## src/sv/wma_queue.sv

```systemverilog
`timescale 1ns / 1ps
// ----------------------------------------------------------------------------
// wma_queue
// Small fifo of window snapshots between the front and the back end.
// ----------------------------------------------------------------------------
module wma_queue #(
    parameter int DATA_W = 224,
    parameter int DEPTH  = 2
) (
    input  logic              i_clk,
    input  logic              i_rst_n,
    input  logic              i_push,
    input  logic [DATA_W-1:0] i_push_data,
    input  logic              i_pop,
    output logic              o_full,
    output logic              o_empty,
    output logic [DATA_W-1:0] o_rd_data
);
    localparam int PTR_W = (DEPTH > 1) ? $clog2(DEPTH) : 1;
    localparam int CNT_W = $clog2(DEPTH + 1);
    localparam logic [PTR_W-1:0] LastPtr = PTR_W'(DEPTH - 1);
    localparam logic [CNT_W-1:0] DepthCnt = CNT_W'(DEPTH);

    logic [DATA_W-1:0] r_mem [DEPTH];
    logic [PTR_W-1:0]  r_wr_ptr, r_rd_ptr;
    logic [CNT_W-1:0]  r_count;

    assign o_full    = (r_count == DepthCnt);
    assign o_empty   = (r_count == '0);
    assign o_rd_data = r_mem[r_rd_ptr];

    always_ff @(posedge i_clk) begin
        if (i_push) begin
            r_mem[r_wr_ptr] <= i_push_data;
        end
    end

    always_ff @(posedge i_clk) begin
        if (!i_rst_n) begin
            r_wr_ptr <= '0;
            r_rd_ptr <= '0;
            r_count  <= '0;
        end else begin
            if (i_push) begin
                r_wr_ptr <= (r_wr_ptr == LastPtr) ? '0 : r_wr_ptr + 1'b1;
            end
            if (i_pop) begin
                r_rd_ptr <= (r_rd_ptr == LastPtr) ? '0 : r_rd_ptr + 1'b1;
            end
            case ({i_push, i_pop})
                2'b10:   r_count <= r_count + 1'b1;
                2'b01:   r_count <= r_count - 1'b1;
                default: r_count <= r_count;
            endcase
        end
    end

    a_count_bound: assert property (@(posedge i_clk) disable iff (!i_rst_n)
        r_count <= DepthCnt)
        else $error("queue count above depth");

    a_no_pop_empty: assert property (@(posedge i_clk) disable iff (!i_rst_n)
        i_pop |-> !o_empty)
        else $error("pop from empty queue");

    a_push_grows: assert property (@(posedge i_clk) disable iff (!i_rst_n)
        (i_push && !i_pop) |=> r_count == $past(r_count) + 1'b1)
        else $error("push without pop did not grow the queue");

endmodule

```

## config.mk

```make
export PLATFORM = sky130hd
export DESIGN_NAME = wma_queue
export DESIGN_NICKNAME = d
export VERILOG_FILES = /design/src/sv/wma_queue.sv
export SDC_FILE = /design/constraint.sdc
export NUM_CORES = 1
export LEC_CHECK = 0
export BUFFER_PORTS_ARGS = -buffer_cell sky130_fd_sc_hd__clkbuf_2
export CAP_MARGIN = 10
export CELL_PAD_IN_SITES_DETAIL_PLACEMENT = 0
export CELL_PAD_IN_SITES_GLOBAL_PLACEMENT = 1
export CORE_MARGIN = 1.5
export CORE_UTILIZATION = 35
export CTS_CLUSTER_DIAMETER = 200
export DETAILED_ROUTE_END_ITERATION = 8
export GPL_TIMING_DRIVEN = 0
export HOLD_SLACK_MARGIN = 0.05
export PLACE_DENSITY = 0.67
export SETUP_SLACK_MARGIN = 0.3
export SYNTH_ARGS = -nofsm -noshare
export SYNTH_HDL_FRONTEND = slang
export SYNTH_SLANG_ARGS = --single-unit
```

## constraint.sdc

```tcl
create_clock -name i_clk -period 25.4 [get_ports i_clk]
set_clock_uncertainty 0.1 [all_clocks]
set_input_delay 2.54 -clock i_clk [delete_from_list [all_inputs] [get_ports i_clk]]
set_output_delay 2.54 -clock i_clk [all_outputs]
set_load 0.01 [all_outputs]
```

### Yosys cells after proc, flatten, opt, wreduce, memory -nomap -nowiden

Memory sizes are Yosys's and may differ from the RTL's. A register that Yosys moved wholly into a read port is not among the register bits.
Cells that the tools add are included.

* reduce and logical (&&, ||, !) cells: 2
* equality and inequality tests: 3
* muxes and demuxes: 7
* add/subtract/negate cells: 4

Operators by type and width (number)
* 1-bit two-way mux: 6
* 2-bit == test, second input constant: 2
* 2-bit one-hot mux with 2 select lines: 1
* 1-bit adder, second input constant: 2
* 2-bit by 1-bit adder with 2-bit output, second input constant: 1
* 2-bit by 1-bit == test with 1-bit output, second input constant: 1
* 2-bit zero test: 1
* 2-bit nonzero test: 1
* 2-bit by 1-bit subtractor with 2-bit output, second input constant: 1

* input port bits: 228
* memory bits (writable): 448
* memories kept: 1
* logic and storage cells: 20
* register bits after elaboration: 4
* output and inout bits: 226

Memory list
* r_mem: depth 2, bits a word 224, rd ports 1, clocked after memory_dff 1, wr ports 1, line 24 `logic [DATA_W-1:0] r_mem [DEPTH];`

### Longest topological paths before layout

Gate-level depths: netlist of the first run.

* word-level depth: 4
* gate-level depth with buffers: 5
* gate-level depth less buffers: 5

### Least setup slack after synthesis of the first run

No wires, ideal clock.

* kind: input to register
* start point: input port i_push
* end point: register r_wr_ptr
* path buffers: 0
* slack: 12.452 ns
* cell stages on the path: 3
* library setup time: 0.102 ns
* required time: 25.198 ns
* arrival: 12.746 ns
* cell sequence: inv_1 nor2_1 o21a_1

RTL lines
* start: declaration: line 12 `input logic i_push,`
* end signal: assignment: line 45 `r_wr_ptr <= (r_wr_ptr == LastPtr) ? '0 : r_wr_ptr + 1'b1;`
* end: declaration: line 25 `logic [PTR_W-1:0] r_wr_ptr, r_rd_ptr;`

==> impl_metrics.csv, run 1 <==
group,metric,value,unit
clocking,post-cts-setup-buffer-count,0,
global_route,grt_pass1_wl,53.2,mm
floorplan,dieWidth,224,um
placed_design,dp_hpwl,26.2,mm
drt,drt-vias-per-instance,4.50,
outcome,status,"completed",
sta,min_period,4650,ps
power,power_density,78.0,mW/mm^2
yosys,netlist_instances,719,
clocking,cts_max_path_buffers,3,
clocking,ctsHoldBuffers,0,
sta,hold_violations,0,
drt,drt_iter0_markers,359,
finish,fillers,4188,
sta,setup_ws,20750,ps
placed_design,dp_cells,1799,
setup_path,critPathKind,"reg2out",
sta,finalMaxSlewViolations,0,
drt,finalWirelength,36.6,mm
floorplan,dieArea,0.0500,sq mm
power,power_frac_comb,11.9,%
clocking,clkTransAtPathRegs,50,ps
finish,final_cells,1879,
sta,slew_headroom,41.1,%
finish,area_growth,27.6,%
drt,route.detailed.drc,0,
yosys,avgSynthCellArea,23.7,sq um
sta,fin_crit_sh,18.3,%
drt,vias,8455,
floorplan,rows,80,
sta,setup_viol,0,
floorplan,num_io_pins,454,
floorplan,core_area,0.0478,sq mm
setup_path,cp_data_arrival_time,2010,ps
power,switching_share,21.9,%
floorplan,start_util,35.6,%
drt,wire_per_inst,19.5,um
global_route,grt.total_usage,14.2,%
finish,final_layout_size_suffix_gt1_share,61.1,%
hold_path,hold_class,"reg2reg",
sta,rsz0062_at_grt,"false",
setup_path,crit_fanout,10,
clocking,cts-htree-levels,2,
sta,worstMarginPinSlew,884,ps
yosys,async_flop_share,0,%
yosys,yosysWarnings,0,
yosys,synth_top_area_cell,"edfxtp_1",
power,p_leak,8.55,nW
yosys,synth_nets,948,
floorplan,die_y,224,um
clocking,cts_resized,0,
clocking,clk-insertion-delay-late,560,ps
setup_path,end_kind,"output pin",
power,internal_power,0.00132,W
placed_design,place_area,0.0204,sq mm
global_route,grt_max_degree,60,
global_route,grt_pass1_vias,8823,
power,p_sw,0.000371,W
yosys,yosys-top-cells-count,"edfxtp_1, mux2_4, mux2_2, buf_6, buf_2",
global_route,grt_overflow,0,
placed_design,io_buffers,453,
yosys,ys_seq_area_share,79.6,%
power,peakVddDrop,0.0586,mV
finish,finalNetCount,1462,
clocking,cts_root_buf,"clkbuf_16",
sta,fin_setup_tns,0,ps
run,drv_cap,0,
drt,detail-route-antenna-nets,0,
yosys,syn_area,0.0170,sq mm
yosys,synth_top_area_share,79.0,%
power,power_frac_clock,36.6,%
yosys,synthTopCellsByArea,"edfxtp_1, mux2_4, mux2_2, buf_6, dfxtp_1",
clocking,cts.sinks,453,
finish,fin_area,0.0217,sq mm
yosys,synth_enable_flop_cells,448,
clocking,cts_tree,"yes",
yosys,ys_ff_latch,453,
sta,max_freq,215,MHz
yosys,synth_cell_type_count,18,
power,p_seq_share,51.5,%
drt,drt-pass1-iter-count,4,
placed_design,gp_congestion,0.731,
setup_path,critPathRequiredTime,22760,ps
setup_path,startpoint_type,"flop",
global_route,antenna_found_initial,4,
placed_design,dp_slack,20760,ps
yosys,synthMostInstantiatedCell,"edfxtp_1",
clocking,cts_buffers,47,
yosys,yosys_most_used_dff,"edfxtp_1",
-- kinds of logic after synthesis --
family | count (synthesis) | share of synthesized area, %
muxes | 224 | 18.3
DFF | 453 | 79.6
buffers and inverters | 26 | 1.45
adders and majority gates | 1 | 0.0734
AOI/OAI and AO/OA | 3 | 0.118
xor gates and xnor gates | 3 | 0.154
and+or+nand+nor | 9 | 0.316
-- registers in the layout (all words and copies together) (netlist names), named ones only --
name,flops
r_rd_ptr,1
r_wr_ptr,1
r_mem,448
r_count,2
-- power groups by stage --
stage / Combinational [W] / Sequential [W] / Clock, W
2_1_floorplan: 0.000116 / 0.000898 / 0
3_3_place_gp: 0.000198 / 0.000906 / 0
3_5_place_dp: 0.000206 / 0.000889 / 0
4_1_cts: 0.000207 / 0.000874 / 0.000644
5_1_grt: 0.000216 / 0.000876 / 0.000667
6_report: 0.000202 / 0.000873 / 0.000620
-- critical path, cell delays in order (launching register included) --
cell and delay (ps):
dfxtp_1 320, buf_6 140, buf_6 210, buf_6 240, mux2_4 320, clkbuf_2 200
-- area by class of cell --
cell class / instances / area, sq um / share of cell area (%)
Clock buffer: 61 / 1270 / 5.85
Tap cell: 615 / 769 / 3.54
Multi-Input combinational cell: 240 / 3250 / 14.9
Sequential cell: 453 / 13600 / 62.4
Clock inverter: 16 / 91.3 / 0.420
Antenna cell: 3 / 7.51 / 0.0345
Timing Repair Buffer: 465 / 2540 / 11.7
Buffer: 25 / 244 / 1.12
Inverter: 1 / 3.75 / 0.0173
-- path summary, 6_finish.rpt --
| check | from | to | slack [ps] | depth (start not counted) |
|---|---|---|---|---|
| worst min register to register | r_count[1] | r_count[1] | 410 | 2 |
| worst min-delay path | r_count[1] | r_count[1] | 410 | 2 |
| worst max-delay path | flop | o_rd_data[123] | 20750 | 5 |
| worst max register to register | r_wr_ptr | r_mem[1][207] | 23030 | 3 |
-- layout by cell type, fill, tap and decap left out, types with 3 or more instances in the layout --
master	netlist	layout
and2_1	4	3
mux2_4	160	160
buf_2	6	6
buf_6	19	19
clkbuf_2	0	453
edfxtp_1	448	448
mux2_2	64	64
diode_2	0	3
dfxtp_1	5	5
clkbuf_16	0	49
buf_12	0	7
clkinv_2	0	4
clkbuf_1	0	12
buf_16	0	5
clkinv_1	0	11
-- per-layer routing --
metal / GRT usage, % / up-vias / routed length [um]
li1: - / 3914 / -
met1: 15.8 / 4179 / 13900
met2: 24.8 / 290 / 18700
met3: 4.81 / 70 / 2910
met4: 5.99 / 2 / 1120
met5: 0 / - / 15
-- metrics by stage --
step | utilization (%) | hold slack (ps) | total power [W]
floorplan | - | 366 | 0.00101
global placement | 42.0 | 380 | 0.00110
detailed placement | 42.6 | 404 | 0.00110
CTS | 45.4 | 411 | 0.00172
global route | 45.4 | 480 | 0.00176
finish | 45.4 | 408 | 0.00170
Power figures use the tool's default switching activity.
==> inputs of run 2 (changes only) <==
--- a/config.mk
+++ b/config.mk
@@ -5,6 +5,7 @@
 export SDC_FILE = /design/constraint.sdc
 export NUM_CORES = 1
 export LEC_CHECK = 0
+export ABC_AREA = 1
 export BUFFER_PORTS_ARGS = -buffer_cell sky130_fd_sc_hd__clkbuf_2
 export CAP_MARGIN = 10
 export CELL_PAD_IN_SITES_DETAIL_PLACEMENT = 0
@@ -15,7 +16,7 @@
 export DETAILED_ROUTE_END_ITERATION = 8
 export GPL_TIMING_DRIVEN = 0
 export HOLD_SLACK_MARGIN = 0.05
-export PLACE_DENSITY = 0.67
+export PLACE_DENSITY = 0.69
 export SETUP_SLACK_MARGIN = 0.3
 export SYNTH_ARGS = -nofsm -noshare
 export SYNTH_HDL_FRONTEND = slang
==> constraint.sdc (replaced) <==
create_clock -name i_clk -period 3.86 [get_ports i_clk]
set_clock_uncertainty 0.1 [all_clocks]
set_input_delay 0.386 -clock i_clk [delete_from_list [all_inputs] [get_ports i_clk]]
set_output_delay 0.386 -clock i_clk [all_outputs]
set_load 0.01 [all_outputs]
==> impl_metrics.csv, run 2 <==
group,metric,value,unit
floorplan,dieArea,0.0500,sq mm
floorplan,die_y,224,um
placed_design,gp_congestion,0.720,
hold_path,whs_path_depth,3,
yosys,synthTopCellsByArea,"edfxtp_1, mux2_4, mux2_2, buf_6, dfxtp_1",
yosys,avgSynthCellArea,23.3,sq um
clocking,cts_buffers,49,
yosys,yosys-top-cells-count,"edfxtp_1, mux2_4, mux2_2, buf_6, nor2_1",
finish,final_layout_size_suffix_gt1_share,51.7,%
setup_path,startpoint_type,"flop",
floorplan,num_io_pins,454,
global_route,grt.total_usage,15.0,%
setup_path,crit_path_top_delay_cell,"clkinvlp_4",
setup_path,end_kind,"flop",
yosys,yosysWarnings,0,
finish,area_growth,41.5,%
sta,hold_violations,0,
clocking,cts.sinks,453,
run,drv_cap,0,
power,internal_power,0.00890,W
setup_path,r2r_end,"r_mem[1][121]",
finish,fin_util,50.3,%
power,peakVddDrop,0.366,mV
floorplan,rows,80,
sta,slew_headroom,44.4,%
clocking,clkTransAtPathRegs,60,ps
yosys,async_flop_share,0,%
power,power_frac_comb,12.1,%
setup_path,crit_fanout,35,
yosys,netlist_instances,732,
drt,route.detailed.drc,0,
setup_path,r2r_slack,1380,ps
setup_path,path_common_cell,"buf_12",
drt,drt-vias-per-instance,4.43,
setup_path,critPathRequiredTime,4010,ps
sta,finalMaxSlewViolations,0,
placed_design,place_area,0.0204,sq mm
power,switching_share,22.0,%
setup_path,r2r.worst_path.cells,6,
finish,largest_reg_flops,448,
drt,detail-route-antenna-nets,0,
finish,multi_input_area,0.00325,sq mm
finish,finalNetCount,1705,
yosys,yosys_most_used_dff,"edfxtp_1",
finish,largestRegisters,"r_mem (448), r_count (2)",
drt,finalWirelength,38.3,mm
global_route,met2_usage,26.5,%
finish,layout_commonest_cell,"clkbuf_2",
global_route,top_usage_layer,"met2",
setup_path,r2r_start,"r_wr_ptr",
setup_path,critical-path-top-delay-family,"buffers and inverters",
finish,fillers,4015,
clocking,cts_tree,"yes",
floorplan,start_util,35.6,%
yosys,synthMostInstantiatedCell,"edfxtp_1",
placed_design,dp_hpwl,26.1,mm
clocking,cts_max_path_buffers,3,
clocking,cts_resized,0,
floorplan,dieWidth,224,um
hold_path,whs_endpoint,"r_wr_ptr",
setup_path,path_cells,"nand2_8, clkinvlp_4, buf_12, buf_12, buf_12, buf_12",
global_route,grt_max_degree,38,
hold_path,worstHoldStart,"i_push",
clocking,cts_root_buf,"clkbuf_16",
sta,min_period,2480,ps
yosys,ys_ff_latch,453,
global_route,use_met1,17.1,%
setup_path,cp_data_arrival_time,2640,ps
power,power_density,473,mW/mm^2
drt,vias,9410,
hold_path,hold_class,"in2reg",
yosys,synth_top_area_share,78.9,%
global_route,antenna_found_initial,1,
clocking,clk-insertion-delay-late,560,ps
global_route,grt_pass1_vias,10200,
setup_path,critPathKind,"reg2reg",
floorplan,core_area,0.0479,sq mm
sta,setup_viol,0,
placed_design,io_buffers,453,
sta,max_freq,402,MHz
drt,drt_iter0_markers,382,
global_route,grt_pass1_wl,57.5,mm
yosys,synth_cell_type_count,13,
clocking,cts-htree-levels,2,
sta,rsz0062_at_grt,"false",
yosys,synth_nets,961,
sta,worstMarginPinSlew,832,ps
drt,drt-pass1-iter-count,4,
finish,register_area,0.0136,sq mm
sta,fin_setup_tns,0,ps
sta,fin_crit_sh,64.4,%
setup_path,max_stage_delay,450,ps
finish,top_register,"r_mem",
finish,mostFrequentLayoutCells,"clkbuf_2, edfxtp_1, dlygate4sd3_1, mux2_4, mux2_2",
outcome,status,"completed",
yosys,synth_enable_flop_cells,448,
global_route,grt_use_met3,4.45,%
power,p_leak,9.58,nW
power,p_sw,0.00251,W
drt,wire_per_inst,18.0,um
power,power_frac_clock,37.4,%
global_route,grt_overflow,0,
power,p_seq_share,50.5,%
yosys,synth_top_area_cell,"edfxtp_1",
yosys,syn_area,0.0170,sq mm
setup_path,worst-path-buf-inv,5,
yosys,ys_seq_area_share,79.5,%
finish,fin_area,0.0241,sq mm
==> run 2: cell types whose count changed after synthesis <==
cell	previous run	this run
inv_1	1	6
and2b_2	1	0
a21boi_1	1	0
nor2b_1	1	0
nand4_1	0	1
o21a_1	1	0
nand2_1	0	8
a21oi_1	0	1
xnor2_1	2	0
xor2_1	1	0
or3_1	1	0
nor2_1	2	12
and2_1	4	0
==> run 2: power by group through the flow <==
stage               combinational [W]  sequential, W  clock (W)
finish                        0.00138        0.00576    0.00427
detailed placement            0.00121        0.00586          0
CTS                           0.00141        0.00576    0.00441
floorplan                    0.000661        0.00588          0
global route                  0.00148        0.00578    0.00457
global placement              0.00115        0.00590          0
==> run 2: metal layers <==
layer | vias up | wire length (um)
li1 | 4402 | -
met1 | 4646 | 14700
met2 | 298 | 19900
met3 | 64 | 2580
met4 | 0 | 1070
met5 | - | 0
==> run 2: cells by family (layout without fill, tap and decap cells) <==
logic type / after synthesis / count (layout) / share of synthesized area, %
fa+ha+maj: 1 / 1 / 0.0734
buf+inv: 31 / 809 / 1.56
other cells: 0 / 1 / 0
flops: 453 / 453 / 79.5
compound gates: 2 / 2 / 0.0587
mux: 224 / 224 / 18.3
simple gates: 21 / 21 / 0.477
==> run 2: how the worst max path moves through the flow <==
stage,startpoint,end,depth (start not counted)
2_1_floorplan,i_push,r_mem[1][0],2
3_3_place_gp,i_push,r_mem[1][90],3
3_5_place_dp,i_push,r_mem[0][94],7
4_1_cts,flop,o_rd_data[50],5
5_1_grt,r_wr_ptr,r_mem[1][89],6
6_report,r_wr_ptr,r_mem[1][121],6
==> run 2: area by class of cell <==
class	instances	share of cell area, %
sequential	453	56.2
timing repair buffer	693	20.0
multi-input combinational	248	13.5
clock buffer	65	5.51
tap	615	3.19
buffer	25	1.01
clock inverter	20	0.488
inverter	6	0.161
antenna	1	0.0104
==> run 2: worst reg2reg max path, stage by stage (launching register included) <==
cell and delay, ps:
dfxtp_2 410, nand2_8 60, clkinvlp_4 460, buf_12 300
buf_12 260, buf_12 290, buf_12 280
==> run 2: timing repair <==
action / CTS / global route
setup buffers: 0 / 0
hold buffers: 226 / 0
endpoints found under the hold margin: 453 / 0
==> run 2: stage by stage <==
stage / power (W) / cells / setup slack (ps) / hold WS (ps)
6_report: 0.0114 / 2126 / 1380 / 147
5_1_grt: 0.0118 / 2126 / 1210 / 141
4_1_cts: 0.0116 / 2125 / 1300 / 118
2_1_floorplan: 0.00654 / 732 / -400 / 363
3_5_place_dp: 0.00707 / 1814 / 964 / 394
3_3_place_gp: 0.00705 / 1800 / -3040 / 381
