File: src/sv/wma_pkg.sv
`timescale 1ns / 1ps
// ----------------------------------------------------------------------------
// wma_pkg
// Shared widths, register indexes and types of the weighted moving average.
// ----------------------------------------------------------------------------
package wma_pkg;

    localparam int PRICE_W      = 32;
    localparam int WEIGHT_W     = 17;
    localparam int LEN_W        = 3;
    localparam int CFG_IDX_W    = 3;
    localparam int NUM_WEIGHTS  = 7;
    localparam int FRAC_BITS    = 16;
    localparam int MAX_TAPS_DEF = 7;
    localparam int QUEUE_DEPTH  = 2;
    localparam int PROD_W       = PRICE_W + WEIGHT_W;
    localparam int TREE_SLOTS   = 8;
    localparam int SUM_W        = PROD_W + 3;

    localparam logic [CFG_IDX_W-1:0] REG_WINDOW_LENGTH = 3'd0;
    localparam logic [CFG_IDX_W-1:0] REG_WEIGHT_NEWEST = 3'd1;

    typedef logic [PRICE_W-1:0]  t_price;
    typedef logic [WEIGHT_W-1:0] t_weight;

    localparam t_weight WEIGHT_ONE = 17'h10000;

    typedef struct packed {
        logic [LEN_W-1:0]             len;
        t_weight [NUM_WEIGHTS-1:0]    weight;
    } t_cfg;

endpackage

File: src/sv/wma_if.sv
`timescale 1ns / 1ps
// ----------------------------------------------------------------------------
// wma_if
// Valid/ready stream interfaces for prices in and averages out.
// ----------------------------------------------------------------------------
interface wma_price_if;
    logic            valid;
    logic            ready;
    wma_pkg::t_price close_price;

    modport source (output valid, output close_price, input ready);
    modport sink   (input valid, input close_price, output ready);
endinterface


File: src/sv/wma_front.sv
`timescale 1ns / 1ps
// ----------------------------------------------------------------------------
// wma_front
// Accepts prices, shifts the window and decides which words yield an average.
// ----------------------------------------------------------------------------
module wma_front #(
    parameter int MAX_TAPS = 7
) (
    input  logic                               i_clk,
    input  logic                               i_rst_n,
    input  logic [wma_pkg::LEN_W-1:0]          i_len,
    wma_price_if.sink                          i_price,
    input  logic                               i_q_full,
    output logic                               o_push,
    output logic [MAX_TAPS*wma_pkg::PRICE_W-1:0] o_push_data
);
    import wma_pkg::*;

    localparam logic [LEN_W-1:0] MaxTapsLen = LEN_W'(MAX_TAPS);

    t_price           r_win [MAX_TAPS];
    t_price           n_win [MAX_TAPS];
    logic [LEN_W-1:0] r_fill, n_fill;
    logic             in_fire;
    logic             emit;

    assign i_price.ready = !i_q_full;
    assign in_fire       = i_price.valid && i_price.ready;

    always_comb begin
        n_win[0] = i_price.close_price;
        for (int k = 1; k < MAX_TAPS; k++) begin
            n_win[k] = r_win[k-1];
        end
        for (int k = 0; k < MAX_TAPS; k++) begin
            o_push_data[k*PRICE_W +: PRICE_W] = n_win[k];
        end
    end

    // fill climbs until the window is full; results start on the filling word
    always_comb begin
        if (r_fill < i_len) begin
            n_fill = r_fill + 1'b1;
            emit   = (n_fill == i_len);
        end else begin
            n_fill = r_fill;
            emit   = 1'b1;
        end
    end

    assign o_push = in_fire && emit;

    always_ff @(posedge i_clk) begin
        if (in_fire) begin
            r_win <= n_win;
        end
    end

    always_ff @(posedge i_clk) begin
        if (!i_rst_n) begin
            r_fill <= '0;
        end else if (in_fire) begin
            r_fill <= n_fill;
        end
    end

    a_fill_bound: assert property (@(posedge i_clk) disable iff (!i_rst_n)
        r_fill <= MaxTapsLen)
        else $error("fill count beyond tap count");

    a_fill_step: assert property (@(posedge i_clk) disable iff (!i_rst_n)
        (in_fire && (r_fill < i_len)) |=> r_fill == $past(r_fill) + 1'b1)
        else $error("fill count did not advance");

    a_push_room: assert property (@(posedge i_clk) disable iff (!i_rst_n)
        o_push |-> !i_q_full)
        else $error("push into full queue");

endmodule

File: src/flat_wrapper.sv
// flat-port wrapper written by rule: the top's interface ports become plain ports
module wma_front_flat import wma_pkg::*;
#(
    parameter int MAX_TAPS = 7
)
  (i_clk, i_rst_n, i_len, i_q_full, o_push, o_push_data, i_price_valid, i_price_close_price, i_price_ready);
  wma_price_if i_price_i ();
  input  logic i_clk;
  input  logic i_rst_n;
  input  logic [wma_pkg::LEN_W-1:0] i_len;
  input  logic i_q_full;
  output logic o_push;
  output logic [MAX_TAPS*wma_pkg::PRICE_W-1:0] o_push_data;
  input wire logic [$bits(i_price_i.valid)-1:0] i_price_valid;
  input wire logic [$bits(i_price_i.close_price)-1:0] i_price_close_price;
  output wire logic [$bits(i_price_i.ready)-1:0] i_price_ready;
  assign i_price_i.valid = i_price_valid;
  assign i_price_i.close_price = i_price_close_price;
  assign i_price_ready = i_price_i.ready;
  wma_front #(.MAX_TAPS(MAX_TAPS)) u_core (.i_clk(i_clk), .i_rst_n(i_rst_n), .i_len(i_len), .i_price(i_price_i), .i_q_full(i_q_full), .o_push(o_push), .o_push_data(o_push_data));
endmodule
File: config.mk
export PLATFORM = sky130hd
export DESIGN_NAME = wma_front_flat
export DESIGN_NICKNAME = d
export VERILOG_FILES = /design/src/sv/wma_pkg.sv /design/src/sv/wma_if.sv /design/src/sv/wma_front.sv /design/src/flat_wrapper.sv
export SDC_FILE = /design/constraint.sdc
export NUM_CORES = 1
export LEC_CHECK = 0
export BUFFER_PORTS_ARGS = -buffer_cell sky130_fd_sc_hd__buf_2
export CAP_MARGIN = 20
export CORE_ASPECT_RATIO = 1.2
export CORE_MARGIN = 2
export CORE_UTILIZATION = 47
export CTS_CLUSTER_SIZE = 28
export DETAILED_ROUTE_END_ITERATION = 6
export PLACE_DENSITY_LB_ADDON = 0.05
export SLEW_MARGIN = 20
export SYNTH_ARGS = -nofsm -noshare
export SYNTH_HDL_FRONTEND = slang
export SYNTH_SLANG_ARGS = --single-unit
File: constraint.sdc
create_clock -name i_clk -period 8.3 [get_ports i_clk]
set_input_delay 1.66 -clock i_clk [delete_from_list [all_inputs] [get_ports i_clk]]
set_output_delay 1.66 -clock i_clk [all_outputs]
set_load 0.01 [all_outputs]
; ---- Yosys cells after proc, flatten, opt, wreduce, memory -nomap -nowiden
; Cells that the tools add are included.
[word_totals]
ff_bits = 195
inputBits = 39
output_inout_bits = 226
wordCells = 15
[op_classes]
n_addsub = 1
n_lt_le_gt_ge = 1
n_eq_ne = 1
n_mux = 1
reduce_logical = 4
[ops]
columns = operator, n
row1 = $add A3 B1 Y3 const B, 1
row2 = $eq A3 B3 Y1, 1
row3 = $lt A3 B3 Y1, 1
row4 = $logic_and A1 B1 Y1, 2
row5 = $reduce_and A2 Y1, 1
row6 = $logic_not A1 Y1, 1
row7 = $mux W1, 1

; ---- Longest topological paths before layout
; Gate-level depths: netlist of the first run.
[depth]
depth_word = 4
depth_mapped = 5
ltp_nobuf = 5

; ---- Worst setup path before layout of the first run
; No wires, ideal clock.
[synth_path]
path_kind = in2out
startpoint = in i_q_full
endpoint = out o_push
arrival_time_ns = 6.101
setup_slack_ns = 0.539
stages = 4
n_path_buf = 0
cell_sequence = nand2b_4 > inv_1 > o21ai_1 > o41ai_2
[synth_between]
elab_chain_len = 3
[synth_lines]
columns = item, line_no
row1 = start: declaration, flat_wrapper.sv:11  ; input logic i_q_full;
row2 = $logic_not A1 Y1, wma_front.sv:27  ; assign i_price.ready = !i_q_full;
row3 = $logic_and A1 B1 Y1, wma_front.sv:28  ; assign in_fire = i_price.valid && i_price.ready;
row4 = net u_core.in_fire, wma_front.sv:24  ; logic in_fire;
row5 = $logic_and A1 B1 Y1, wma_front.sv:51  ; assign o_push = in_fire && emit;
row6 = end: declaration, flat_wrapper.sv:12  ; output logic o_push;
; The timed path passes the listed nets, and every way through them passes these cells.

; ---- Final worst setup path of the first run
; Same ends and word-level chain as after synthesis.

==> results of run 1 <==
[stage by stage]
stage          area (sq um)  std cells
2_1_floorplan          6310        256
3_3_place_gp           7610        657
3_5_place_dp           7610        657
4_1_cts                8180        687
5_1_grt                8190        687
6_report               8190        687
[critical path, cell delays in order]
cell and delay (ns):
sky130_fd_sc_hd__buf_2 0.11, sky130_fd_sc_hd__nand2b_4 0.18, sky130_fd_sc_hd__inv_8 0.47, sky130_fd_sc_hd__o21ai_1 0.18
sky130_fd_sc_hd__o41ai_2 0.08, sky130_fd_sc_hd__buf_2 0.17
[final cells by class]
| cell class | count | area [sq um] |
|---|---|---|
| timing repair buffer | 265 | 1330 |
| fill | 983 | 4990 |
| inverter | 6 | 30.0 |
| clock buffer | 19 | 433 |
| sequential | 195 | 5830 |
| clock inverter | 11 | 138 |
| tap | 168 | 210 |
| multi-input combinational | 23 | 218 |
[registers in the layout, indices dropped and copies added (netlist names)]
name,flops
u_core.o_push_data,192
u_core.r_fill,3
[cell families (layout without fill, tap and decap cells)]
kind of cell    Yosys count  after routing  share of synthesized area
flops                   195            195                      0.924
buf+inv                  38            301                     0.0417
simple gates             10             10                     0.0117
fa+ha+maj                 4              4                    0.00794
compound gates            3              3                    0.00476
xor+xnor                  3              3                    0.00536
mux                       3              3                    0.00476
[worst min-delay path by stage]
stage	end	startpoint	slack (ns)	cells past startpoint
after CTS	u_core.o_push_data[133]	u_core.o_push_data[101]	0.44	0
after global routing	u_core.o_push_data[133]	u_core.o_push_data[101]	0.44	0
after floorplan	u_core.r_fill[0]	u_core.r_fill[0]	0.45	2
after global placement	u_core.o_push_data[195]	u_core.o_push_data[163]	0.42	0
after detailed placement	u_core.o_push_data[119]	u_core.o_push_data[87]	0.43	0
final	u_core.o_push_data[133]	u_core.o_push_data[101]	0.44	0
[synth_stat cells]
library cell,n
sky130_fd_sc_hd__a21o_2,1
sky130_fd_sc_hd__nor4_2,1
sky130_fd_sc_hd__dfxtp_1,3
sky130_fd_sc_hd__and3b_4,1
sky130_fd_sc_hd__inv_1,6
sky130_fd_sc_hd__edfxtp_1,192
sky130_fd_sc_hd__xnor2_2,1
sky130_fd_sc_hd__nor3_2,1
sky130_fd_sc_hd__nand2b_4,1
sky130_fd_sc_hd__nand2b_1,1
sky130_fd_sc_hd__o41ai_2,1
sky130_fd_sc_hd__o21ai_1,1
sky130_fd_sc_hd__xnor2_1,1
sky130_fd_sc_hd__mux2i_1,3
sky130_fd_sc_hd__nand2_1,5
sky130_fd_sc_hd__xor2_1,1
sky130_fd_sc_hd__buf_4,32
sky130_fd_sc_hd__ha_1,4
[layer usage]
layer / vias to the layer above / track usage / wire [um]
met5: - / 0 / 0
met4: 0 / 0.0894 / 324
met3: 23 / 0.0625 / 1050
met2: 154 / 0.247 / 5830
met1: 1504 / 0.159 / 4050
li1: 1462 / - / -
[where the power goes]
part           leakage [nW]  switching (W)  internal, W  total [W]
Sequential             1.83      0.0000146      0.00112    0.00114
Clock                 0.269       0.000323     0.000468   0.000791
Combinational          1.17      0.0000660    0.0000384   0.000104
==> qor.txt, run 1 <==
========================================================================================================
Number of vias per cell ...................................................................         4.57
Clock H-tree levels .......................................................................            4
Ratio of cells with drive above 1 in the final layout .....................................        0.572
Sequential area share after synthesis .....................................................        0.924
Leading cell types in the layout, fill and taps excluded .................................. sky130_fd_sc_hd__buf_2 (264), sky130_fd_sc_hd__edfxtp_1 (192), sky130_fd_sc_hd__clkbuf_16 (17)
Share of the cycle needed by the critical path after routing ..............................        0.544
Layout Area Growth over Synthesis .........................................................        29.8%
Final Skew ................................................................................   0.00640 ns
CTS Hold Bufs .............................................................................            0
Library cell with the largest summed area after synthesis ................................. sky130_fd_sc_hd__edfxtp_1
Root buffer cell .......................................................................... sky130_fd_sc_hd__clkbuf_16
Critical setup path kind .................................................................. primary input to output port
Setup slack, reg-to-reg ...................................................................      6.86 ns
CP endpoint kind ..........................................................................  output port
Clock network latency to the later pin of the worst-skew pair .............................      0.41 ns
Maximum number of pins on one net before global-route repair ..............................          100
Placer's final routability congestion estimate ............................................        0.741
Total global routing overflow .............................................................            0
Top cells by area in the synthesized netlist .............................................. sky130_fd_sc_hd__edfxtp_1 (91%), sky130_fd_sc_hd__buf_4 (3.8%), sky130_fd_sc_hd__dfxtp_1 (0.95%)
Count of final max-slew check failures ....................................................            0
Maximum fanout along the worst path .......................................................           99
TritonCTS clock tree ......................................................................          yes
Maximum clock insertion buffer count ......................................................            2
Setup-violating endpoint count in the final report ........................................            0
Path type of the worst min-delay path ..................................................... register to register
Required time of the worst setup path .....................................................      6.64 ns
Slew at the pin closest to its max-slew limit .............................................     0.833 ns
DPL Wire Length ...........................................................................      7990 um
Final Hold Violating Endpoints ............................................................            0
Post-CTS clock slew at the launch and capture registers of the worst setup and hold paths .      0.06 ns
Post-route minimum period .................................................................      4.52 ns
Die Footprint .............................................................................  14400 sq um
WHS .......................................................................................     0.437 ns
Detail-routed net length per standard cell ................................................      16.4 um
IO Port Bufs ..............................................................................          264
Crit path setup slack, layout .............................................................      3.78 ns
Clock buffer count from CTS ...............................................................           17
Net count of the mapped netlist ...........................................................          299
Number of antenna violations at the first check in global routing .........................            0
Power per unit of standard cell area ......................................................  248 nW/um^2
Number of global-route vias before repair .................................................         2903
FF-to-FF path depth .......................................................................            4
Unrepaired setup endpoints after global routing ...........................................           no
I/O pin total .............................................................................          265
First-pass GRT wire length ................................................................     15300 um
Vias after detailed routing ...............................................................         3143
Die extent in y ...........................................................................       131 um
Gates resized, CTS repair .................................................................            0
Routed WL .................................................................................     11300 um
Area inside the core boundary .............................................................  13200 sq um
Overall Power .............................................................................    0.00203 W
Warnings, synthesis .......................................................................            0
Antenna Diode Count .......................................................................            0
First-pass detailed-route iteration total .................................................            4
Flip-flop and latch count after synthesis .................................................          195
Number of rows created at floorplan .......................................................           46
Source of the worst register-to-register timing path ...................................... u_core.r_fill[2]
Remaining max-slew budget at the tightest pin .............................................        0.445
GRT Util Overall ..........................................................................        0.149
Average size of a mapped cell .............................................................   24.6 sq um
Max Fclk ..................................................................................      221 MHz
Result of the run ......................................................................... finished clean
Worst VDD drop ............................................................................     0.148 mV
Kind of launch point of the worst setup path .............................................. primary input
Count of buffers added by post-CTS timing repair for setup ................................            0
Worst R2R End ............................................................................. u_core.r_fill[0]
Number of different library cells in the post-synthesis netlist ...........................           18
Number of clock sinks .....................................................................          195
CP endpoint ...............................................................................       o_push
Starting density of the core ..............................................................        0.478
Max_cap viols .............................................................................            0
DRC violations left .......................................................................            0
Post-DRT Antenna Nets .....................................................................            0
Leakage power figure ......................................................................      3.27 nW
Start point of the critical path ..........................................................     i_q_full
Crit path DAT .............................................................................      2.86 ns
Die width .................................................................................       110 um
Post-placement setup slack ................................................................      3.74 ns
Most common cell after layout, fill and taps aside ........................................ sky130_fd_sc_hd__buf_2
Detailed Route Iter0 Violations ...........................................................          154
Final setup TNS ...........................................................................         0 ns
Post-synthesis instance area ..............................................................   6310 sq um
Nets@finish ...............................................................................          551
Post-synth top area share .................................................................        0.914
Cell count after synthesis ................................................................          256
Final Util ................................................................................        0.621
========================================================================================================
Power figures use the tool's default switching activity.
==> inputs of run 2 (changes only) <==
--- a/config.mk
+++ b/config.mk
@@ -9,7 +9,7 @@
 export CAP_MARGIN = 20
 export CORE_ASPECT_RATIO = 1.2
 export CORE_MARGIN = 2
-export CORE_UTILIZATION = 47
+export CORE_UTILIZATION = 43
 export CTS_CLUSTER_SIZE = 28
 export DETAILED_ROUTE_END_ITERATION = 6
 export PLACE_DENSITY_LB_ADDON = 0.05
==> constraint.sdc (replaced) <==
create_clock -name i_clk -period 4.1 [get_ports i_clk]
set_input_delay 0.82 -clock i_clk [delete_from_list [all_inputs] [get_ports i_clk]]
set_output_delay 0.82 -clock i_clk [all_outputs]
set_load 0.01 [all_outputs]
==> run 2 against run 1 <==
Total power increased by 100%. Wire length decreased by 0.35%. Non-clock buffer count unchanged.
==> qor.txt, run 2 (synthesis results as in run 1) <==
========================================================================================================
Required time of the worst setup path .....................................................      3.28 ns   -3.36 ns
Share of the cycle needed by the critical path after routing ..............................        0.673
Area inside the core boundary .............................................................  14400 sq um   +8.9%
Path type of the worst min-delay path ..................................................... register to register
Most common cell after layout, fill and taps aside ........................................ sky130_fd_sc_hd__buf_2
Number of vias per cell ...................................................................         4.56   -0.38%
Crit path DAT .............................................................................      1.94 ns   -0.92 ns
Cells along the critical path ............................................................. buf_2 -> inv_1 -> ha_1 -> a21o_2 -> o21ai_1 -> o41ai_2 -> buf_2
TritonCTS clock tree ......................................................................          yes
Placed instance area ......................................................................   7630 sq um   +0.23%
Die extent in y ...........................................................................       137 um   +4.4%
IO Port Bufs ..............................................................................          264   unchanged
Root buffer cell .......................................................................... sky130_fd_sc_hd__clkbuf_16
Max FFs per register ......................................................................          192   unchanged
Number of rows created at floorplan .......................................................           48   +4.3%
Number of antenna violations at the first check in global routing .........................            0   unchanged
First-pass detailed-route iteration total .................................................            4   unchanged
Setup-violating endpoint count in the final report ........................................            0   unchanged
Unrepaired setup endpoints after global routing ...........................................           no
Routed WL .................................................................................     11200 um   -0.35%
CP endpoint kind ..........................................................................  output port
Leading cell types in the layout, fill and taps excluded .................................. sky130_fd_sc_hd__buf_2 (264), sky130_fd_sc_hd__edfxtp_1 (192), sky130_fd_sc_hd__clkbuf_16 (17)
Buffers and inverters on the worst path ...................................................            3   unchanged
Clock network latency to the later pin of the worst-skew pair .............................      0.41 ns   about the same
Critical setup path kind .................................................................. primary input to output port
Layout Area Growth over Synthesis .........................................................        30.1%
Kind of launch point of the worst setup path .............................................. primary input
Count of final max-slew check failures ....................................................            0   unchanged
Maximum clock insertion buffer count ......................................................            2   unchanged
Largest delay contributor family on the critical path ..................................... compound AO/OA/AOI/OAI gates
Count of cells along the worst hold path ..................................................            0   unchanged
Post-DRT Antenna Nets .....................................................................            0   unchanged
Final Hold Violating Endpoints ............................................................            0   unchanged
Area of all placed cells without fillers ..................................................   8210 sq um   +0.23%
I/O pin total .............................................................................          265   unchanged
Worst VDD drop ............................................................................     0.244 mV   +64%
Overall Power .............................................................................    0.00410 W   +100%
Cell type with the highest occurrence count on the critical path .......................... sky130_fd_sc_hd__buf_2
Post-route minimum period .................................................................      2.76 ns
Post-CTS clock slew at the launch and capture registers of the worst setup and hold paths .      0.06 ns   about the same
Count of buffers added by post-CTS timing repair for setup ................................            0   unchanged
Max_cap viols .............................................................................            0   unchanged
Area taken by multi-input logic gates .....................................................    218 sq um   unchanged
Maximum fanout along the worst path .......................................................            3   -97%
Clock buffer count from CTS ...............................................................           17   unchanged
Ratio of cells with drive above 1 in the final layout .....................................        0.576   +0.00356
Final Skew ................................................................................   0.00517 ns   -0.00123 ns
Remaining max-slew budget at the tightest pin .............................................        0.296   -0.148
Gates resized, CTS repair .................................................................            0   unchanged
Nets@finish ...............................................................................          551   unchanged
Number of clock sinks .....................................................................          195   unchanged
Vias after detailed routing ...............................................................         3172   +0.92%
Total global routing overflow .............................................................            0   unchanged
Slew at the pin closest to its max-slew limit .............................................      1.06 ns   +0.222 ns
Critical Path Slowest Stage Cell .......................................................... sky130_fd_sc_hd__ha_1
Detail-routed net length per standard cell ................................................      16.1 um   -1.6%
Result of the run ......................................................................... finished clean
DRC violations left .......................................................................            0   unchanged
Starting density of the core ..............................................................        0.439   -0.0391
Fill count ................................................................................         1107   +13%
Largest stage delay, worst path ...........................................................      0.30 ns   -0.17 ns
FF-to-FF path depth .......................................................................            4   unchanged
Antenna Diode Count .......................................................................            0   unchanged
Maximum number of pins on one net before global-route repair ..............................          193   +93%
Die Footprint .............................................................................  15700 sq um   +9.0%
CTS Hold Bufs .............................................................................            0   unchanged
GRT Util Overall ..........................................................................        0.138   -0.0110
Die width .................................................................................       115 um   +4.4%
Leakage power figure ......................................................................      3.26 nW   -0.22%
Number of global-route vias before repair .................................................         2915   +0.41%
Power per unit of standard cell area ......................................................  500 nW/um^2   +100%
Sequential cell area ......................................................................   5830 sq um   unchanged
First-pass GRT wire length ................................................................     15700 um   +2.5%
Detailed Route Iter0 Violations ...........................................................          269   +75%
Max Fclk ..................................................................................      363 MHz
Clock H-tree levels .......................................................................            4   unchanged
DPL Wire Length ...........................................................................      7720 um   -3.4%
Placer's final routability congestion estimate ............................................        0.763   +3.0%
Number of cells on the critical path ......................................................            7   +1
========================================================================================================
-- run 2: worst paths after layout --
kind / slack [ns] / end / from
max reg2reg: 2.61 / u_core.r_fill[2] / u_core.r_fill[2]
max: 1.34 / o_push / i_len[2]
min reg2reg: 0.44 / u_core.o_push_data[197] / u_core.o_push_data[165]
min: 0.44 / u_core.o_push_data[197] / u_core.o_push_data[165]
-- run 2: stage by stage --
| stage | utilization | hold WS (ns) | TNS [ns] | instances | setup slack [ns] |
|---|---|---|---|---|---|
| 6_report | 0.572 | 0.439 | 0 | 696 | 1.34 |
| 2_1_floorplan | - | 0.452 | -22.34 | 256 | -0.729 |
| 3_5_place_dp | 0.532 | 0.426 | 0 | 664 | 1.37 |
| 3_3_place_gp | 0.532 | 0.424 | 0 | 664 | 1.42 |
| 5_1_grt | 0.572 | 0.442 | 0 | 696 | 1.30 |
| 4_1_cts | 0.572 | 0.441 | 0 | 696 | 1.36 |
-- run 2: per-layer routing --
| layer | GRT usage | up-vias | wire length [um] | part of all wire |
|---|---|---|---|---|
| li1 | - | 1461 | - | - |
| met1 | 0.152 | 1529 | 4110 | 0.37 |
| met2 | 0.220 | 161 | 5770 | 0.51 |
| met3 | 0.0704 | 21 | 1020 | 0.091 |
| met4 | 0.0732 | 0 | 313 | 0.028 |
| met5 | 0 | - | 0 | 0 |
-- run 2: worst register-to-register path: cells and delay by family (launching register included) --
family                     cells  cell delay (ns)
adders and majority gates      1             0.28
DFF                            1             0.41
muxes                          1             0.25
and+or+nand+nor                2             0.48
-- run 2: final cells by class --
cell class / count / share of cell area
clock buffers: 24 / 0.0575
multi-input cells: 23 / 0.0265
clock inverters: 8 / 0.0127
repair buffers: 265 / 0.163
well taps: 175 / 0.0267
flip-flops and latches: 195 / 0.710
inverters: 6 / 0.00320
-- run 2: power breakdown --
part / switching (W) / total, W / leakage (nW) / internal (W)
sequential: 0.0000287 / 0.00230 / 1.83 / 0.00228
clock: 0.000654 / 0.00159 / 0.267 / 0.000931
combinational: 0.000134 / 0.000212 / 1.17 / 0.0000786
==> inputs of run 3 (changes only) <==
--- a/config.mk
+++ b/config.mk
@@ -9,7 +9,7 @@
 export CAP_MARGIN = 20
 export CORE_ASPECT_RATIO = 1.2
 export CORE_MARGIN = 2
-export CORE_UTILIZATION = 43
+export CORE_UTILIZATION = 47
 export CTS_CLUSTER_SIZE = 28
 export DETAILED_ROUTE_END_ITERATION = 6
 export PLACE_DENSITY_LB_ADDON = 0.05
==> constraint.sdc (replaced) <==
create_clock -name i_clk -period 2.7 [get_ports i_clk]
set_input_delay 0.54 -clock i_clk [delete_from_list [all_inputs] [get_ports i_clk]]
set_output_delay 0.54 -clock i_clk [all_outputs]
set_load 0.01 [all_outputs]
==> run 3 against run 2 <==
Clock skew up 0.0030 ns. Combinational power rose by 54%. Total power grew 45%. Hold slack got worse by 0.14 ns. Worst setup slack got worse by 0.91 ns. Die area shrank 8.2%. Clock power rose by 34%. Via count down 0.85%. Global-route usage increased by 0.72 points. Largest cell class unchanged. Register-to-register slack lost 1.3 ns.
==> qor.txt, run 3 (synthesis results as in run 1) <==
========================================================================================================
Result of the run ......................................................................... finished clean
Vias after detailed routing ...............................................................         3145   -0.85%
Worst VDD drop ............................................................................     0.403 mV   +65%
Nets@finish ...............................................................................          552   +0.18%
DRC violations left .......................................................................            0   unchanged
End of the worst hold path ................................................................ u_core.o_push_data[51]
Leakage power figure ......................................................................      3.24 nW   -0.47%
Max FFs per register ......................................................................          192   unchanged
Detailed Route Iter0 Violations ...........................................................          165   -39%
Leading cell types in the layout, fill and taps excluded .................................. sky130_fd_sc_hd__buf_2 (264), sky130_fd_sc_hd__edfxtp_1 (192), sky130_fd_sc_hd__clkbuf_16 (17)
Final Hold Violating Endpoints ............................................................            0   unchanged
Critical setup path kind .................................................................. register to output port
Number of global-route vias before repair .................................................         2857   -2.0%
Kind of launch point of the worst setup path ..............................................     register
Maximum fanout along the worst path .......................................................            4   +1
Source of the worst register-to-register timing path ...................................... u_core.r_fill[2]
TritonCTS clock tree ......................................................................          yes
Hold path startpoint ...................................................................... i_price_close_price[19]
Number of vias per cell ...................................................................         4.56   +0.16%
I/O pin total .............................................................................          265   unchanged
Most common cell after layout, fill and taps aside ........................................ sky130_fd_sc_hd__buf_2
Setup slack, reg-to-reg ...................................................................      1.27 ns   -1.34 ns
Path type of the worst min-delay path ..................................................... primary input to register
Number of antenna violations at the first check in global routing .........................            0   unchanged
IO Port Bufs ..............................................................................          264   unchanged
Number of rows created at floorplan .......................................................           46   -4.2%
Remaining max-slew budget at the tightest pin .............................................        0.602   +0.305
Required time of the worst setup path .....................................................      2.16 ns   -1.12 ns
First-pass GRT wire length ................................................................     14800 um   -5.4%
Antenna Diode Count .......................................................................            0   unchanged
First-pass detailed-route iteration total .................................................            5   +1
Critical Path Slowest Stage Cell .......................................................... sky130_fd_sc_hd__dfxtp_1
Area inside the core boundary .............................................................  13200 sq um   -8.2%
Count of buffers added by post-CTS timing repair for setup ................................            0   unchanged
Final Skew ................................................................................   0.00812 ns   +0.00295 ns
Clock network latency to the later pin of the worst-skew pair .............................      0.42 ns   about the same
Setup-violating endpoint count in the final report ........................................            0   unchanged
Power per unit of standard cell area ......................................................  732 nW/um^2   +46%
Clock buffer count from CTS ...............................................................           17   unchanged
Unrepaired setup endpoints after global routing ...........................................           no
GRT Util Overall ..........................................................................        0.146   +0.00716
Cells along the critical path ............................................................. ha_1 -> a21o_2 -> o21ai_1 -> o41ai_2 -> buf_2
Ratio of cells with drive above 1 in the final layout .....................................        0.574   -0.00192
Final Util ................................................................................        0.618   +0.0461
Starting density of the core ..............................................................        0.478   +0.0391
Die Footprint .............................................................................  14400 sq um   -8.2%
Gates resized, CTS repair .................................................................            0   unchanged
Worst R2R End ............................................................................. u_core.r_fill[0]
CTS Hold Bufs .............................................................................            0   unchanged
Max_cap viols .............................................................................            0   unchanged
Clock H-tree levels .......................................................................            4   unchanged
Post-CTS clock slew at the launch and capture registers of the worst setup and hold paths .      0.07 ns   about the same
Root buffer cell .......................................................................... sky130_fd_sc_hd__clkbuf_16
Placer's final routability congestion estimate ............................................        0.724   -5.1%
Layout Area Growth over Synthesis .........................................................        29.1%
Detail-routed net length per standard cell ................................................      15.9 um   -1.2%
Largest stage delay, worst path ...........................................................      0.41 ns   +0.11 ns
Post-DRT Antenna Nets .....................................................................            0   unchanged
Crit path DAT .............................................................................      1.73 ns   -0.21 ns
Final setup TNS ...........................................................................         0 ns   unchanged
CP endpoint kind ..........................................................................  output port
FF-to-FF path depth .......................................................................            4   unchanged
Routed WL .................................................................................     11000 um   -2.2%
Number of clock sinks .....................................................................          195   unchanged
Share of the cycle needed by the critical path after routing ..............................        0.840
Maximum clock insertion buffer count ......................................................            2   unchanged
Maximum number of pins on one net before global-route repair ..............................          107   -45%
Total global routing overflow .............................................................            0   unchanged
Count of final max-slew check failures ....................................................            0   unchanged
DPL Wire Length ...........................................................................      7750 um   +0.44%
Die extent in y ...........................................................................       131 um   -4.2%
Max Fclk ..................................................................................      441 MHz
Slew at the pin closest to its max-slew limit .............................................     0.597 ns   -0.458 ns
Die width .................................................................................       110 um   -4.2%
Count of cells along the worst hold path ..................................................            1   +1
Post-route minimum period .................................................................      2.27 ns
========================================================================================================
[run 3: changes by cell type in the layout (fill, tap and decap cells not counted), moves of 2 or more]
| cell | previous run | this run |
|---|---|---|
| sky130_fd_sc_hd__bufinv_16 | 2 | 0 |
| sky130_fd_sc_hd__clkinv_1 | 0 | 5 |
| sky130_fd_sc_hd__clkinv_2 | 1 | 4 |
| sky130_fd_sc_hd__clkbuf_1 | 5 | 1 |
| sky130_fd_sc_hd__clkbuf_8 | 2 | 0 |
| sky130_fd_sc_hd__clkinvlp_4 | 5 | 3 |
[run 3: layer usage]
metal / GRT usage / vias to the layer above / routed length [um] / part of all wire
li1: - / 1465 / - / -
met1: 0.153 / 1501 / 3790 / 0.35
met2: 0.236 / 158 / 5660 / 0.52
met3: 0.0724 / 21 / 1230 / 0.11
met4: 0.0856 / 0 / 287 / 0.026
met5: 0 / - / 0 / 0
[run 3: critical path: cells and delay by family, from the launching register on]
kind | cells | cell delay (ns)
AOI/OAI and AO/OA | 3 | 0.48
adders and majority gates | 1 | 0.28
buffers and inverters | 1 | 0.14
DFF | 1 | 0.41
[run 3: metrics by stage]
| step | total power (W) | cell area (sq um) | cells | setup WS (ns) | hold slack, ns |
|---|---|---|---|---|---|
| after global placement | 0.00388 | 7640 | 658 | 0.573 | 0.422 |
| after detailed placement | 0.00390 | 7640 | 658 | 0.521 | 0.426 |
| after global routing | 0.00617 | 8140 | 689 | 0.287 | 0.282 |
| after floorplan | 0.00374 | 6310 | 256 | -1.57 | 0.452 |
| final | 0.00596 | 8140 | 689 | 0.432 | 0.304 |
| after CTS | 0.00603 | 8140 | 689 | 0.416 | 0.283 |
[run 3: worst max path at each step]
stage                        end              from  cells after the start  slack, ns
after floorplan           o_push          i_q_full                      4      -1.57
after global placement    o_push          i_len[2]                      7       0.57
after detailed placement  o_push          i_len[2]                      7       0.52
after CTS                 o_push  u_core.r_fill[0]                      5       0.42
after global routing      o_push  u_core.r_fill[0]                      5       0.29
final                     o_push  u_core.r_fill[2]                      5       0.43
[run 3: cell type report]
class	count	area (sq um)
Timing Repair Buffer	266	1360
Sequential cell	195	5830
Multi-Input combinational cell	23	218
Clock buffer	18	429
Clock inverter	13	71.3
Tap cell	168	210
Fill cell	979	5040
Inverter	6	26.3
[run 3: power breakdown]
group / internal, W / switching, W / total, W
clock network: 0.00115 / 0.000983 / 0.00213
registers: 0.00345 / 0.0000435 / 0.00350
logic: 0.000122 / 0.000203 / 0.000326
